$ cat src/hdl/sdt_pkg.sv
// ----------------------------------------------------------------------------
// seen device table package
// Sizes, codes and word types shared by the front queue, the slot engine
// and the top level.
// ----------------------------------------------------------------------------
package sdt_pkg;

   // table geometry
   localparam int DEVICE_SLOTS = 16;
   localparam int SLOT_W       = (DEVICE_SLOTS > 1) ? $clog2(DEVICE_SLOTS) : 1;

   // report bound of one list command
   localparam int MAX_REPORTS = 16;
   localparam int CNT_W       = $clog2(MAX_REPORTS + 1);

   // field widths
   localparam int ADDR_W  = 48;
   localparam int RSSI_W  = 8;
   localparam int TIME_W  = 32;
   localparam int LIMIT_W = 5;

   // command queue between front and back
   localparam int QUEUE_DEPTH = 2;
   localparam int QPTR_W      = (QUEUE_DEPTH > 1) ? $clog2(QUEUE_DEPTH) : 1;
   localparam int QCNT_W      = $clog2(QUEUE_DEPTH + 1);

   // command codes
   localparam logic CMD_OBSERVE = 1'b0;
   localparam logic CMD_LIST    = 1'b1;

   // timeout register value after reset
   localparam logic [TIME_W-1:0] TIMEOUT_RESET = TIME_W'(60000);

   // classified command word
   typedef struct packed {
      logic                     is_list;
      logic [ADDR_W-1:0]        addr;
      logic signed [RSSI_W-1:0] strength;
      logic [TIME_W-1:0]        now;
      logic [CNT_W-1:0]         limit;
   } cmd_type;

   // one slot of the table
   typedef struct packed {
      logic [ADDR_W-1:0]        addr;
      logic signed [RSSI_W-1:0] strength;
      logic [TIME_W-1:0]        seen;
   } slot_type;

   // one result word
   typedef struct packed {
      logic     valid;
      slot_type slot;
      logic     last;
   } rsp_type;

   // engine status toward the top level
   typedef struct packed {
      logic busy;
      logic is_list;
      logic out_push;
   } back_status_type;

endpackage

$ cat src/hdl/sdt_front.sv
// ----------------------------------------------------------------------------
// seen device table front end
// Accepts request words, decodes the command, saturates the list limit and
// holds the classified words in a short queue for the slot engine.
// ----------------------------------------------------------------------------
module sdt_front (
   input  logic                             clock,
   input  logic                             reset,
   input  logic                             req_push,
   output logic                             req_full,
   input  logic                             req_cmd,
   input  logic [47:0]                      req_device_address,
   input  logic signed [7:0]                req_signal_strength,
   input  logic [31:0]                      req_now_ms,
   input  logic [4:0]                       req_list_limit,
   output logic                             cmd_valid,
   output sdt_pkg::cmd_type                 cmd_word,
   input  logic                             cmd_pop
);
   import sdt_pkg::*;

   cmd_type           q_ff [QUEUE_DEPTH];
   logic [QPTR_W-1:0] wr_ptr_ff, wr_ptr_in;
   logic [QPTR_W-1:0] rd_ptr_ff, rd_ptr_in;
   logic [QCNT_W-1:0] cnt_ff, cnt_in;
   cmd_type           class_word;
   logic              push_ok;
   logic              pop_ok;

   // classify the incoming word
   always_comb begin
      class_word.is_list  = (req_cmd == CMD_LIST);
      class_word.addr     = req_device_address;
      class_word.strength = req_signal_strength;
      class_word.now      = req_now_ms;
      if (req_list_limit > LIMIT_W'(MAX_REPORTS)) begin
         class_word.limit = CNT_W'(MAX_REPORTS);
      end else begin
         class_word.limit = CNT_W'(req_list_limit);
      end
   end

   // queue handshake
   assign req_full  = (cnt_ff == QCNT_W'(QUEUE_DEPTH));
   assign cmd_valid = (cnt_ff != '0);
   assign cmd_word  = q_ff[rd_ptr_ff];
   assign push_ok   = req_push && !req_full;
   assign pop_ok    = cmd_pop && cmd_valid;

   // pointer and fill count
   always_comb begin
      wr_ptr_in = wr_ptr_ff;
      rd_ptr_in = rd_ptr_ff;
      cnt_in    = cnt_ff;
      if (push_ok) begin
         wr_ptr_in = (wr_ptr_ff == QPTR_W'(QUEUE_DEPTH - 1)) ? '0 : wr_ptr_ff + 1'b1;
      end
      if (pop_ok) begin
         rd_ptr_in = (rd_ptr_ff == QPTR_W'(QUEUE_DEPTH - 1)) ? '0 : rd_ptr_ff + 1'b1;
      end
      if (push_ok && !pop_ok) begin
         cnt_in = cnt_ff + 1'b1;
      end else if (!push_ok && pop_ok) begin
         cnt_in = cnt_ff - 1'b1;
      end
   end

   always_ff @(posedge clock) begin
      if (reset) begin
         wr_ptr_ff <= '0;
         rd_ptr_ff <= '0;
         cnt_ff    <= '0;
      end else begin
         wr_ptr_ff <= wr_ptr_in;
         rd_ptr_ff <= rd_ptr_in;
         cnt_ff    <= cnt_in;
      end
   end

   // queue storage
   always_ff @(posedge clock) begin
      if (push_ok) begin
         q_ff[wr_ptr_ff] <= class_word;
      end
   end

endmodule

$ cat src/hdl/sdt_back.sv
// ----------------------------------------------------------------------------
// seen device table slot engine
// Walks the slot memory one slot a cycle, a list waiting on a full result
// register: observe finds a match, a free slot or the oldest slot and writes
// it; list reports fresh slots, ages out stale ones and feeds that register.
// ----------------------------------------------------------------------------
module sdt_back (
   input  logic                             clock,
   input  logic                             reset,
   input  logic                             csr_wr_en,
   input  logic [31:0]                      csr_timeout_ms,
   input  logic                             cmd_valid,
   input  sdt_pkg::cmd_type                 cmd_word,
   output logic                             cmd_pop,
   output logic                             rsp_empty,
   input  logic                             rsp_pop,
   output logic                             rsp_entry_valid,
   output logic [47:0]                      rsp_entry_address,
   output logic signed [7:0]                rsp_entry_strength,
   output logic [31:0]                      rsp_entry_last_seen,
   output logic                             rsp_last,
   output sdt_pkg::back_status_type         status
);
   import sdt_pkg::*;

   // engine states
   localparam logic [1:0] ST_IDLE   = 2'd0;
   localparam logic [1:0] ST_WALK   = 2'd1;
   localparam logic [1:0] ST_WRITE  = 2'd2;
   localparam logic [1:0] ST_FINISH = 2'd3;

   // slot memory and active bits
   slot_type                slot_mem [DEVICE_SLOTS];
   slot_type                rdata_ff;
   logic [DEVICE_SLOTS-1:0] active_ff;

   logic [1:0]              state_ff, state_in;
   cmd_type                 cmd_ff, cmd_in;
   logic [TIME_W-1:0]       timeout_ff;
   logic [SLOT_W-1:0]       eval_idx_ff;
   logic [SLOT_W-1:0]       rd_addr;
   logic [SLOT_W-1:0]       next_idx;
   logic [CNT_W-1:0]        count_ff, count_in;
   slot_type                held_ff, held_in;
   logic                    held_valid_ff, held_valid_in;
   logic                    match_found_ff, match_found_in;
   logic [SLOT_W-1:0]       match_idx_ff, match_idx_in;
   logic                    free_found_ff, free_found_in;
   logic [SLOT_W-1:0]       free_idx_ff, free_idx_in;
   logic [SLOT_W-1:0]       min_idx_ff, min_idx_in;
   logic [TIME_W-1:0]       min_time_ff, min_time_in;
   logic                    age_clr;
   logic                    mem_we;
   logic [SLOT_W-1:0]       wr_idx;
   slot_type                wr_data;
   logic                    out_valid_ff;
   rsp_type                 out_word_ff, out_word_in;
   logic                    out_push;
   logic                    out_space;
   logic                    act;
   logic                    fresh;
   logic                    last_slot;
   logic [TIME_W-1:0]       age;

   // per-slot checks on the word read out
   assign act       = active_ff[eval_idx_ff];
   assign age       = cmd_ff.now - rdata_ff.seen;
   assign fresh     = (age <= timeout_ff);
   assign last_slot = (eval_idx_ff == SLOT_W'(DEVICE_SLOTS - 1));
   assign next_idx  = eval_idx_ff + 1'b1;
   assign out_space = !out_valid_ff || rsp_pop;
   assign wr_data   = '{addr: cmd_ff.addr, strength: cmd_ff.strength, seen: cmd_ff.now};

   // sequencer
   always_comb begin
      state_in       = state_ff;
      cmd_in         = cmd_ff;
      rd_addr        = eval_idx_ff;
      cmd_pop        = 1'b0;
      count_in       = count_ff;
      held_in        = held_ff;
      held_valid_in  = held_valid_ff;
      match_found_in = match_found_ff;
      match_idx_in   = match_idx_ff;
      free_found_in  = free_found_ff;
      free_idx_in    = free_idx_ff;
      min_idx_in     = min_idx_ff;
      min_time_in    = min_time_ff;
      age_clr        = 1'b0;
      mem_we         = 1'b0;
      wr_idx         = min_idx_ff;
      out_push       = 1'b0;
      out_word_in    = out_word_ff;

      unique case (state_ff)
         ST_IDLE: begin
            rd_addr = '0;
            if (cmd_valid) begin
               cmd_pop        = 1'b1;
               cmd_in         = cmd_word;
               count_in       = '0;
               held_valid_in  = 1'b0;
               match_found_in = 1'b0;
               free_found_in  = 1'b0;
               if (cmd_word.is_list && (cmd_word.limit == '0)) begin
                  state_in = ST_FINISH;
               end else begin
                  state_in = ST_WALK;
               end
            end
         end

         ST_WALK: begin
            if (!cmd_ff.is_list) begin
               // observe: track match, first free slot and oldest slot
               rd_addr = next_idx;
               if (act && (rdata_ff.addr == cmd_ff.addr) && !match_found_ff) begin
                  match_found_in = 1'b1;
                  match_idx_in   = eval_idx_ff;
               end
               if (!act && !free_found_ff) begin
                  free_found_in = 1'b1;
                  free_idx_in   = eval_idx_ff;
               end
               if ((eval_idx_ff == '0) || (rdata_ff.seen < min_time_ff)) begin
                  min_idx_in  = eval_idx_ff;
                  min_time_in = rdata_ff.seen;
               end
               if (last_slot) begin
                  state_in = ST_WRITE;
               end
            end else if (act && fresh) begin
               // list: report, holding one entry back to know the last one
               if (held_valid_ff && !out_space) begin
                  rd_addr = eval_idx_ff;
               end else begin
                  if (held_valid_ff) begin
                     out_push    = 1'b1;
                     out_word_in = '{valid: 1'b1, slot: held_ff, last: 1'b0};
                  end
                  held_in       = rdata_ff;
                  held_valid_in = 1'b1;
                  count_in      = count_ff + 1'b1;
                  rd_addr       = next_idx;
                  if (last_slot || ((count_ff + 1'b1) == cmd_ff.limit)) begin
                     state_in = ST_FINISH;
                  end
               end
            end else begin
               // list: skip inactive, age out stale
               age_clr = act;
               rd_addr = next_idx;
               if (last_slot) begin
                  state_in = ST_FINISH;
               end
            end
         end

         ST_WRITE: begin
            mem_we = 1'b1;
            if (match_found_ff) begin
               wr_idx = match_idx_ff;
            end else if (free_found_ff) begin
               wr_idx = free_idx_ff;
            end
            state_in = ST_IDLE;
         end

         ST_FINISH: begin
            if (out_space) begin
               out_push = 1'b1;
               if (held_valid_ff) begin
                  out_word_in = '{valid: 1'b1, slot: held_ff, last: 1'b1};
               end else begin
                  out_word_in = '{valid: 1'b0, slot: '0, last: 1'b1};
               end
               state_in = ST_IDLE;
            end
         end

         default: begin
            state_in = ST_IDLE;
         end
      endcase
   end

   // control registers
   always_ff @(posedge clock) begin
      if (reset) begin
         state_ff      <= ST_IDLE;
         held_valid_ff <= 1'b0;
         out_valid_ff  <= 1'b0;
         active_ff     <= '0;
         timeout_ff    <= TIMEOUT_RESET;
      end else begin
         state_ff      <= state_in;
         held_valid_ff <= held_valid_in;
         if (out_push) begin
            out_valid_ff <= 1'b1;
         end else if (rsp_pop) begin
            out_valid_ff <= 1'b0;
         end
         if (age_clr) begin
            active_ff[eval_idx_ff] <= 1'b0;
         end
         if (mem_we) begin
            active_ff[wr_idx] <= 1'b1;
         end
         if (csr_wr_en) begin
            timeout_ff <= csr_timeout_ms;
         end
      end
   end

   // walk payload registers
   always_ff @(posedge clock) begin
      cmd_ff         <= cmd_in;
      count_ff       <= count_in;
      held_ff        <= held_in;
      match_found_ff <= match_found_in;
      match_idx_ff   <= match_idx_in;
      free_found_ff  <= free_found_in;
      free_idx_ff    <= free_idx_in;
      min_idx_ff     <= min_idx_in;
      min_time_ff    <= min_time_in;
      eval_idx_ff    <= rd_addr;
      if (out_push) begin
         out_word_ff <= out_word_in;
      end
   end

   // slot memory, registered read
   always_ff @(posedge clock) begin
      rdata_ff <= slot_mem[rd_addr];
      if (mem_we) begin
         slot_mem[wr_idx] <= wr_data;
      end
   end

   // result port
   assign rsp_empty           = !out_valid_ff;
   assign rsp_entry_valid     = out_word_ff.valid;
   assign rsp_entry_address   = out_word_ff.slot.addr;
   assign rsp_entry_strength  = out_word_ff.slot.strength;
   assign rsp_entry_last_seen = out_word_ff.slot.seen;
   assign rsp_last            = out_word_ff.last;

   // status toward the top
   assign status.busy     = (state_ff != ST_IDLE);
   assign status.is_list  = cmd_ff.is_list;
   assign status.out_push = out_push;

endmodule

$ cat src/hdl/seen_device_table_top.sv
// ----------------------------------------------------------------------------
// seen device table
// Table of recently seen devices with aging: observe words update or replace
// a slot, list words report fresh slots and retire stale ones.
// ----------------------------------------------------------------------------
//
//   channel   ports                         word
//   --------  ----------------------------  ---------------------------------
//   request   req_push / req_full           cmd, address, strength, time, limit
//   response  rsp_pop / rsp_empty           valid, address, strength, seen, last
//   control   csr_wr_en / csr_timeout_ms    timeout in ms, no read-back
//
// In the slot engine an observe reads one slot from the slot memory per
// cycle, then writes the chosen slot.
// A list reads one slot per cycle while the response side does not stall;
// it stops early once the report limit is met.
// A two-word queue sits between the front end and the slot engine, so
// request words are taken while the engine works.
// Reset clears the active bits and the queues and loads the timeout register
// with TIMEOUT_RESET; no clearing pass is needed.
// ----------------------------------------------------------------------------
module seen_device_table_top (
   input  logic               clock,
   input  logic               reset,
   input  logic               req_push,
   output logic               req_full,
   input  logic               req_cmd,
   input  logic [47:0]        req_device_address,
   input  logic signed [7:0]  req_signal_strength,
   input  logic [31:0]        req_now_ms,
   input  logic [4:0]         req_list_limit,
   output logic               rsp_empty,
   input  logic               rsp_pop,
   output logic               rsp_entry_valid,
   output logic [47:0]        rsp_entry_address,
   output logic signed [7:0]  rsp_entry_strength,
   output logic [31:0]        rsp_entry_last_seen,
   output logic               rsp_last,
   input  logic               csr_wr_en,
   input  logic [31:0]        csr_timeout_ms
);
   import sdt_pkg::*;

   logic            cmd_valid;
   cmd_type         cmd_word;
   logic            cmd_pop;
   back_status_type status;

   // front end: accept, classify, queue
   sdt_front u_front (
      .clock               (clock),
      .reset               (reset),
      .req_push            (req_push),
      .req_full            (req_full),
      .req_cmd             (req_cmd),
      .req_device_address  (req_device_address),
      .req_signal_strength (req_signal_strength),
      .req_now_ms          (req_now_ms),
      .req_list_limit      (req_list_limit),
      .cmd_valid           (cmd_valid),
      .cmd_word            (cmd_word),
      .cmd_pop             (cmd_pop)
   );

   // slot engine
   sdt_back u_back (
      .clock               (clock),
      .reset               (reset),
      .csr_wr_en           (csr_wr_en),
      .csr_timeout_ms      (csr_timeout_ms),
      .cmd_valid           (cmd_valid),
      .cmd_word            (cmd_word),
      .cmd_pop             (cmd_pop),
      .rsp_empty           (rsp_empty),
      .rsp_pop             (rsp_pop),
      .rsp_entry_valid     (rsp_entry_valid),
      .rsp_entry_address   (rsp_entry_address),
      .rsp_entry_strength  (rsp_entry_strength),
      .rsp_entry_last_seen (rsp_entry_last_seen),
      .rsp_last            (rsp_last),
      .status              (status)
   );

   // response queue comes out of reset empty
   a_reset_empty: assert property (@(posedge clock) reset |=> rsp_empty)
      else $error("response word present after reset");

   // only a list in progress produces response words
   a_push_list: assert property (@(posedge clock) disable iff (reset)
      status.out_push |-> (status.is_list && status.busy))
      else $error("response word pushed outside a list walk");

   // an empty list marker is always the final word
   a_marker_last: assert property (@(posedge clock) disable iff (reset)
      (!rsp_empty && !rsp_entry_valid) |-> rsp_last)
      else $error("empty list marker without last");

   // a pop from a full command queue frees a place
   a_queue_drain: assert property (@(posedge clock) disable iff (reset)
      (req_full && cmd_pop) |=> !req_full)
      else $error("command queue still full after pop");

endmodule
$ cat config.mk
export PLATFORM = sky130hd
export DESIGN_NAME = seen_device_table_top
export DESIGN_NICKNAME = d
export VERILOG_FILES = /design/src/hdl/sdt_pkg.sv /design/src/hdl/sdt_front.sv /design/src/hdl/sdt_back.sv /design/src/hdl/seen_device_table_top.sv
export SDC_FILE = /design/constraint.sdc
export NUM_CORES = 2
export LEC_CHECK = 0
export BUFFER_PORTS_ARGS = -buffer_cell sky130_fd_sc_hd__buf_2
export CORE_UTILIZATION = 30
export CTS_CLUSTER_SIZE = 25
export DETAILED_ROUTE_END_ITERATION = 12
export PLACE_DENSITY = 0.5
export SLEW_MARGIN = 20
export SYNTH_ARGS = -nofsm -noshare
export SYNTH_HDL_FRONTEND = slang
export SYNTH_SLANG_ARGS = --single-unit
$ cat constraint.sdc
create_clock -name clock -period 11.9 [get_ports clock]
set_input_delay 1.19 -clock clock [delete_from_list [all_inputs] [get_ports clock]]
set_output_delay 1.19 -clock clock [all_outputs]
set_load 0.02 [all_outputs]
=== After elaboration in Yosys (flattened, before gate mapping) ===
Memory sizes are Yosys's and may differ from the RTL's. A register that Yosys moved wholly into a read port is not among the register bits.
Cells that the tools add are included.

* Multiplexer cells: 74
* Equality and inequality tests: 20
* Div/mod/pow operators: 0
* Bitwise logic cells: 5
* Reduce and logical (&&, ||, !) cells: 41
* Multiply operators: 0
* $add $sub $neg: 7
* Shift-type cells: 0
* Order comparisons: 7

{| class="wikitable"
|+ Operators by type and width
! kind !! number
|-
| 90-bit 2-to-1 mux || 6
|-
| 90-bit one-hot mux with 2 select lines || 1
|-
| 48-bit equality test || 1
|-
| 16-bit 2-to-1 mux || 3
|-
| 32-bit <= comparator || 1
|-
| 32-bit < comparator || 1
|-
| 1-bit 2-to-1 mux || 32
|-
| 32-bit subtractor || 1
|-
| 5-bit 2-to-1 mux || 5
|-
| 4-bit 2-to-1 mux || 6
|-
| 2-bit 2-to-1 mux || 11
|-
| 16-bit bitwise AND || 1
|-
| 16-bit inverter || 1
|-
| 16-bit bitwise OR || 1
|-
| 1-bit logical AND || 12
|-
| 2-bit by 1-bit inequality test with 1-bit output, second input constant || 6
|-
| 4-bit AND reduction || 3
|-
| 4-bit by 5-bit < comparator with 1-bit output, second input constant || 2
|-
| 5-bit one-hot mux with 2 select lines || 1
|-
| 2-bit nonzero test || 5
|-
| 3-bit AND reduction || 3
|-
| 1-bit demux with 4-bit select || 2
|-
| 4-bit by 1-bit greater-or-equal comparator with 1-bit output, second input constant || 2
|-
| 1-bit zero test || 8
|-
| 26 further kinds || 39
|}

* Memory bits (writable): 1596
* ROM bits: 0
* Word-level logic and storage cells: 185
* Latch bits: 0
* Register bits after elaboration: 383
* Memories: 2

{| class="wikitable"
|+ Memories
! name !! depth !! width !! read ports !! clocked after Yosys merged registers in !! wr ports !! RTL line !! text
|-
| u_back.slot_mem || 16 || 88 || 1 || 1 || 1 || sdt_back.sv:33 || <nowiki>slot_type slot_mem [DEVICE_SLOTS];</nowiki>
|-
| u_front.q_ff || 2 || 94 || 1 || 1 || 1 || sdt_front.sv:22 || <nowiki>cmd_type q_ff [QUEUE_DEPTH];</nowiki>
|}

=== Logic depth before layout (Yosys ltp) ===
* Depth in word-level cells: 10
* Mapped depth: 28

=== Hierarchy ===
A second synthesis with hierarchy kept.

* Cells, all modules: 6466
* Area total of the unflattened synthesis: 91600.4 um2

{| class="wikitable"
|+ By module, submodules not included
! module !! area each (um2) !! cells an instance !! instances
|-
| sdt_back || 84557.3 || 6144 || 1
|-
| sdt_front || 7043.0 || 322 || 1
|}

=== Worst setup path after synthesis ===
Ideal clock, no wire load.

* Path kind: register -> register
* Start: register u_back.cmd_ff[7] in the netlist's numbering
* End: register u_back.out_word_ff (netlist bit u_back.rsp_entry_address[0]) (enable)
* Buffers on the path: 1
* Setup time: 539 ps
* Period minus slack after synthesis: 9305 ps
* Stages on the path, launching flop included: 22
* Path slack: 2595 ps
* Arrival time: 8766 ps
* Cell sequence: edfxtp_1 -> ha_1 -> nor2b_1 -> o21a_1 -> a311o_1 -> o31ai_1 -> a211oi_1 -> o2111ai_1 -> a31oi_1 -> a311o_1 -> a21oi_1 -> xnor2_1 -> ha_1 -> nand4_1 -> or4_1 -> o41ai_1 -> o22a_1 -> and3_1 -> buf_4 -> a21o_1 -> nand2_1 -> nor2_1

* Longest elaborated chain between the ends: 7
* Elaborated cells on any way between the ends: 8
* Classes of those cells: add/sub: 1; order compare: 1; eq/ne: 1; mux: 3; reduce/logical: 2

{| class="wikitable"
|+ RTL lines
! what !! RTL line !! text
|-
| start: declaration || sdt_back.sv:38 || <nowiki>cmd_type cmd_ff, cmd_in;</nowiki>
|-
| start signal: assignment || sdt_back.sv:217 || <nowiki>cmd_ff <= cmd_in;</nowiki>
|-
| 32-bit subtractor * || sdt_back.sv:67 || <nowiki>assign age = cmd_ff.now - rdata_ff.seen;</nowiki>
|-
| 32-bit <= comparator * || sdt_back.sv:68 || <nowiki>assign fresh = (age <= timeout_ff);</nowiki>
|-
| 1-bit logical AND * || sdt_back.sv:132 || <nowiki>end else if (act && fresh) begin</nowiki>
|-
| 1-bit 2-to-1 mux || sdt_back.sv:132 ||
|-
| 1-bit 2-to-1 mux || sdt_back.sv:114 || <nowiki>if (!cmd_ff.is_list) begin</nowiki>
|-
| 1-bit one-hot mux with 2 select lines || sdt_back.sv:95 || <nowiki>unique case (state_ff)</nowiki>
|-
| 7-bit AND reduction (no line) * || n/a ||
|-
| end signal: assignment || sdt_back.sv:228 || <nowiki>out_word_ff <= out_word_in;</nowiki>
|-
| end: declaration || sdt_back.sv:57 || <nowiki>rsp_type out_word_ff, out_word_in;</nowiki>
|}

Mark *: on every way between the ends. The rest lies on a longest branch, timed or not.
A chain may end at the register's enable or synchronous reset.

=== Worst setup path in the final report ===
* Start: register u_back.cmd_ff[5] in the netlist's numbering
* End: register u_back.rdata_ff[51] (netlist name)

* Longest elaborated chain between the ends: 6

{| class="wikitable"
|+ RTL lines
! what !! RTL line
|-
| 32-bit subtractor || sdt_back.sv:67
|-
| 32-bit <= comparator || sdt_back.sv:68
|-
| 1-bit logical AND || sdt_back.sv:132
|-
| 4-bit 2-to-1 mux || sdt_back.sv:132
|-
| 4-bit 2-to-1 mux || sdt_back.sv:114
|-
| 4-bit one-hot mux with 2 select lines || sdt_back.sv:95
|}

No other way between the ends.

==> reports/summary.md <==
The number of nets with antenna violations after detailed routing is 0, and the clock sink count is 2068. Internal power comes to 16.5 mW. The worst setup path is launched from a flop. The via count normalized by instance count is 4.71, and the maximum fanout along the worst path is 122. The run gives 0.229 as the headroom to the max-slew limit.

Power spread over the standard cell area amounts to 267 mW/mm^2. For the total of warnings raised by yosys, the log shows 0. The detailed-route wire length per cell was 24.1 um; the average size of a mapped cell was 16.8 um^2. The CTS clock-pin slew for the worst setup and hold paths is 0.06 ns, and the DRC violation count after routing is 0. The number of flops mapped to enable cells by yosys is 1919, and the share of power burned in the clock network is 0.266.

The tools report the final hold violation count as 0. The run gives 0 as the number of buffers inserted by hold repair at cts. The area of the die is 0.271 mm^2, and the number of synthesized register bits is 2068. The logs give 114000 um for the half-perimeter wire length after detailed placement and 4809 for the gate count of the mapped netlist. The slew at the pin with the worst max-slew slack came out at 1.16 ns. After layout, the minimum clock period comes to 8.58 ns. Entering global routing, the biggest net connects 226 pins. In this run, CTS created clock tree buffers numbering 213.

For the final database, setup skew stands at 0.0664 ns. In the synthesized netlist the dominant register cell turns out to be edfxtp_1. The switching power total is 8.35 mW, and the total power consumption of the routed design is 24.9 mW. The share of final-layout standard cells stronger than drive strength 1 was 0.207.

The switching part of the total is 0.336, and the count of filler cells inserted in the layout is 25500. The die height was 521 um. TritonCTS built the clock tree. The detailed-router iteration count before antenna repair is 8.

The overflow left after global routing was 0; the buffering stage count on the worst path with inverters included was 3. Kind of cell with the highest combined delay on the critical path: compound AO/OA/AOI/OAI gates. After floorplanning, the core was divided into 190 placement rows.

Fraction of synthesis flops using an asynchronous set or reset pin: 0. Overall routed net length: 212000 um. The slowest stage of the critical path is the o31ai_1 cell. Number of DRC markers after the initial detailed-route iteration: 3019. Leakage power total: 31.5 nW. Kind of critical path: flop to flop. The logs give 0.416 for the sequential cell fraction of total power and 42100 for the via count of the first global-routing pass. The insertion delay of the later-clocked pin in the worst-skew pair was 0.87 ns; the first-pass GRT wire length was 304000 um.

The data arrival time of the critical path was 9.31 ns; the largest stage delay on the critical path was 0.82 ns. After clock tree synthesis, the setup repair step added 0 buffers. At the worst endpoint, the required time is 12.63 ns.

The min-delay analysis places its worst path in the category flop to flop. Routability-driven placement finished with a final weighted congestion of 0.773. The cell sitting at the root of the clock tree is a clkbuf_16. The run gives 117 MHz as the highest clock frequency the design can meet. Setup repair after global routing left no endpoint under its margin.

The final-layout setup total negative slack is 0 ns. VDD sags by at most 0.537 mV. The initial antenna violation count is 29. The initial cell density of the core is 0.302, and the depth of the CTS H-tree is 4. The run gives 223 as the top-level I/O count. The setup check on the worst reg-to-reg path leaves a slack of 3.32 ns. Combinational cell fraction of total power: 0.318. The tools report the final-report max-slew violation count as 0. The flow ran to the end, and the final reports show no timing, DRC or antenna violations.

The layout net count was 5308; the area added between synthesis and finish was 15.2%. The die is 521 um wide. The routed layout has 41600 vias. The maximum count of clock buffers along a single path is 3, and the final cycle utilization of the critical path is 0.721. The all-layer global routing usage is 0.155, and the port buffer count is 222.

The post-cts repair resize count was 0; the net count after synthesis was 5041. The tools report the part of the Yosys area used for sequential elements as 0.751. The tool flagged a number of max-cap violations equal to 0. The worst setup path is captured at a flop. The run gives 0.0807 mm^2 as the cell area after synthesis.

The core region is 0.268 mm^2. Setup violations remaining at the end of the flow were counted as 0. In this run, distinct cell masters in the synthesized netlist total 68.
worst paths after layout:
kind / startpoint / end / cells after the start
setup reg to reg: u_back.cmd_ff[5] / u_back.rdata_ff[51] / 25
hold reg to reg: u_back.rdata_ff[32] / u_back.held_ff[32] / 0
hold / removal: u_back.rdata_ff[32] / u_back.held_ff[32] / 0
setup / recovery: u_back.cmd_ff[5] / u_back.rdata_ff[51] / 25
flip-flops by register name, indices dropped and copies added, names as in the netlist, 2 cells and up, named ones only:
| register | cells |
|---|---|
| u_back.free_idx_ff | 4 |
| u_back.min_time_ff | 32 |
| u_back.rsp_entry_last_seen | 32 |
| u_back.min_idx_ff | 4 |
| u_back.eval_idx_ff | 4 |
| u_back.rsp_entry_strength | 8 |
| u_back.timeout_ff | 32 |
| u_back.rsp_entry_address | 48 |
| u_front.cnt_ff | 2 |
| u_back.count_ff | 5 |
| u_back.rdata_ff | 88 |
| u_front.q_ff | 188 |
| u_back.held_ff | 88 |
| u_back.slot_mem | 1408 |
| u_back.match_idx_ff | 4 |
| u_back.active_ff | 16 |
| u_back.cmd_ff | 93 |
| u_back.state_ff | 2 |
stage by stage:
step | worst slack, ns | hold slack [ns] | area, um^2 | util | cells
final | 3.32 | 0.384 | 93000 | 0.348 | 8821
after detailed placement | 3.45 | 0.401 | 86100 | 0.322 | 8413
after global routing | 2.79 | 0.404 | 93000 | 0.348 | 8814
after floorplan | 2.59 | 0.386 | 80700 | - | 4809
after global placement | 3.47 | 0.398 | 86100 | 0.322 | 8413
after CTS | 3.41 | 0.388 | 93000 | 0.348 | 8813
placed cells by master, fill, tap and decap left out, types with 8 or more instances in the layout:
cell type   count
edfxtp_1     1919
mux2_2        445
nand2_1       406
mux2i_1       379
o211ai_1      360
buf_2         222
clkbuf_16     215
dfxtp_1       148
inv_1         126
nand4_1       106
ha_1          100
and2_1         95
nor2_1         77
a21oi_1        69
buf_4          56
clkbuf_1       47
xnor2_1        46
o21ai_0        44
clkinv_1       42
clkinv_2       41
xor2_1         30
a21o_1         22
nand3_1        17
inv_4          17
bufinv_16      17
nand2b_1       16
nor2b_1        16
buf_12         12
a211oi_1       10
nor4_1         10
nor3_1          9
clkbuf_8        9
diode_2         8
o21a_1          8
clkinvlp_4      8
synth_stat cells, types with 3 or more instances:
| master | instances | share of area |
|---|---|---|
| a211oi_1 | 10 | 0.00093 |
| a21boi_0 | 3 | 0.00028 |
| a21o_1 | 22 | 0.0020 |
| a21oi_1 | 70 | 0.0043 |
| a221oi_1 | 6 | 0.00065 |
| a311o_1 | 3 | 0.00037 |
| a31oi_1 | 8 | 0.00062 |
| and2_1 | 96 | 0.0074 |
| and3_1 | 7 | 0.00054 |
| buf_1 | 8 | 0.00037 |
| buf_2 | 69 | 0.0043 |
| buf_4 | 5 | 0.00046 |
| buf_6 | 4 | 0.00056 |
| clkbuf_1 | 152 | 0.0071 |
| dfxtp_1 | 149 | 0.037 |
| edfxtp_1 | 1919 | 0.71 |
| ha_1 | 100 | 0.015 |
| inv_1 | 142 | 0.0066 |
| mux2_2 | 445 | 0.062 |
| mux2i_1 | 379 | 0.047 |
| mux4_2 | 5 | 0.0014 |
| nand2_1 | 407 | 0.019 |
| nand2b_1 | 16 | 0.0012 |
| nand3_1 | 17 | 0.0011 |
| nand4_1 | 106 | 0.0082 |
| nor2_1 | 80 | 0.0037 |
| nor2b_1 | 18 | 0.0014 |
| nor3_1 | 10 | 0.00062 |
| nor4_1 | 10 | 0.00077 |
| o211ai_1 | 360 | 0.033 |
| o21a_1 | 8 | 0.00074 |
| o21ai_0 | 44 | 0.0027 |
| o22ai_1 | 6 | 0.00046 |
| o31ai_1 | 5 | 0.00046 |
| or2_2 | 4 | 0.00031 |
| or3_1 | 4 | 0.00031 |
| xnor2_1 | 46 | 0.0050 |
| xor2_1 | 30 | 0.0033 |
per-layer routing:
layer,up-vias,global-route usage,part of all wire
met5,-,0,0.00063
met4,26,0.0363,0.017
met3,265,0.0249,0.047
met2,903,0.254,0.48
met1,21300,0.213,0.46
li1,19100,-,-
cell families (layout without fill, tap and decap cells):
logic type               Yosys count  after routing  share of synthesized area
flip-flops                      2068           2068                      0.751
multiplexers                     829            829                      0.110
AND/OR/NAND/NOR                  787            787                     0.0457
AO/OA/AOI/OAI                    568            568                     0.0498
buffers and inverters            380            832                     0.0193
adder cells (fa/ha/maj)          101            101                     0.0157
XOR/XNOR                          76             76                    0.00824
other                              0              8                          0
power groups by stage:
| stage | combinational (mW) | clock, mW | sequential [mW] |
|---|---|---|---|
| 6_report | 7.90 | 6.62 | 10.4 |
| 3_5_place_dp | 7.97 | 0 | 10.5 |
| 5_1_grt | 8.63 | 7.06 | 10.5 |
| 4_1_cts | 8.00 | 6.80 | 10.4 |
| 2_1_floorplan | 6.03 | 0 | 10.0 |
| 3_3_place_gp | 7.89 | 0 | 10.5 |
final cells by class:
type                       count  area [um^2]  share of cell area
clock inverter               129         1280              0.0138
sequential                  2068        60600               0.651
tap                         3552         4440              0.0478
antenna                        8         20.0            0.000215
timing repair buffer         290         1770              0.0190
multi-input combinational   2361        18700               0.201
clock buffer                 271         5680              0.0610
inverter                     142          573             0.00616
Note: power is estimated with default switching activity, not from simulation.
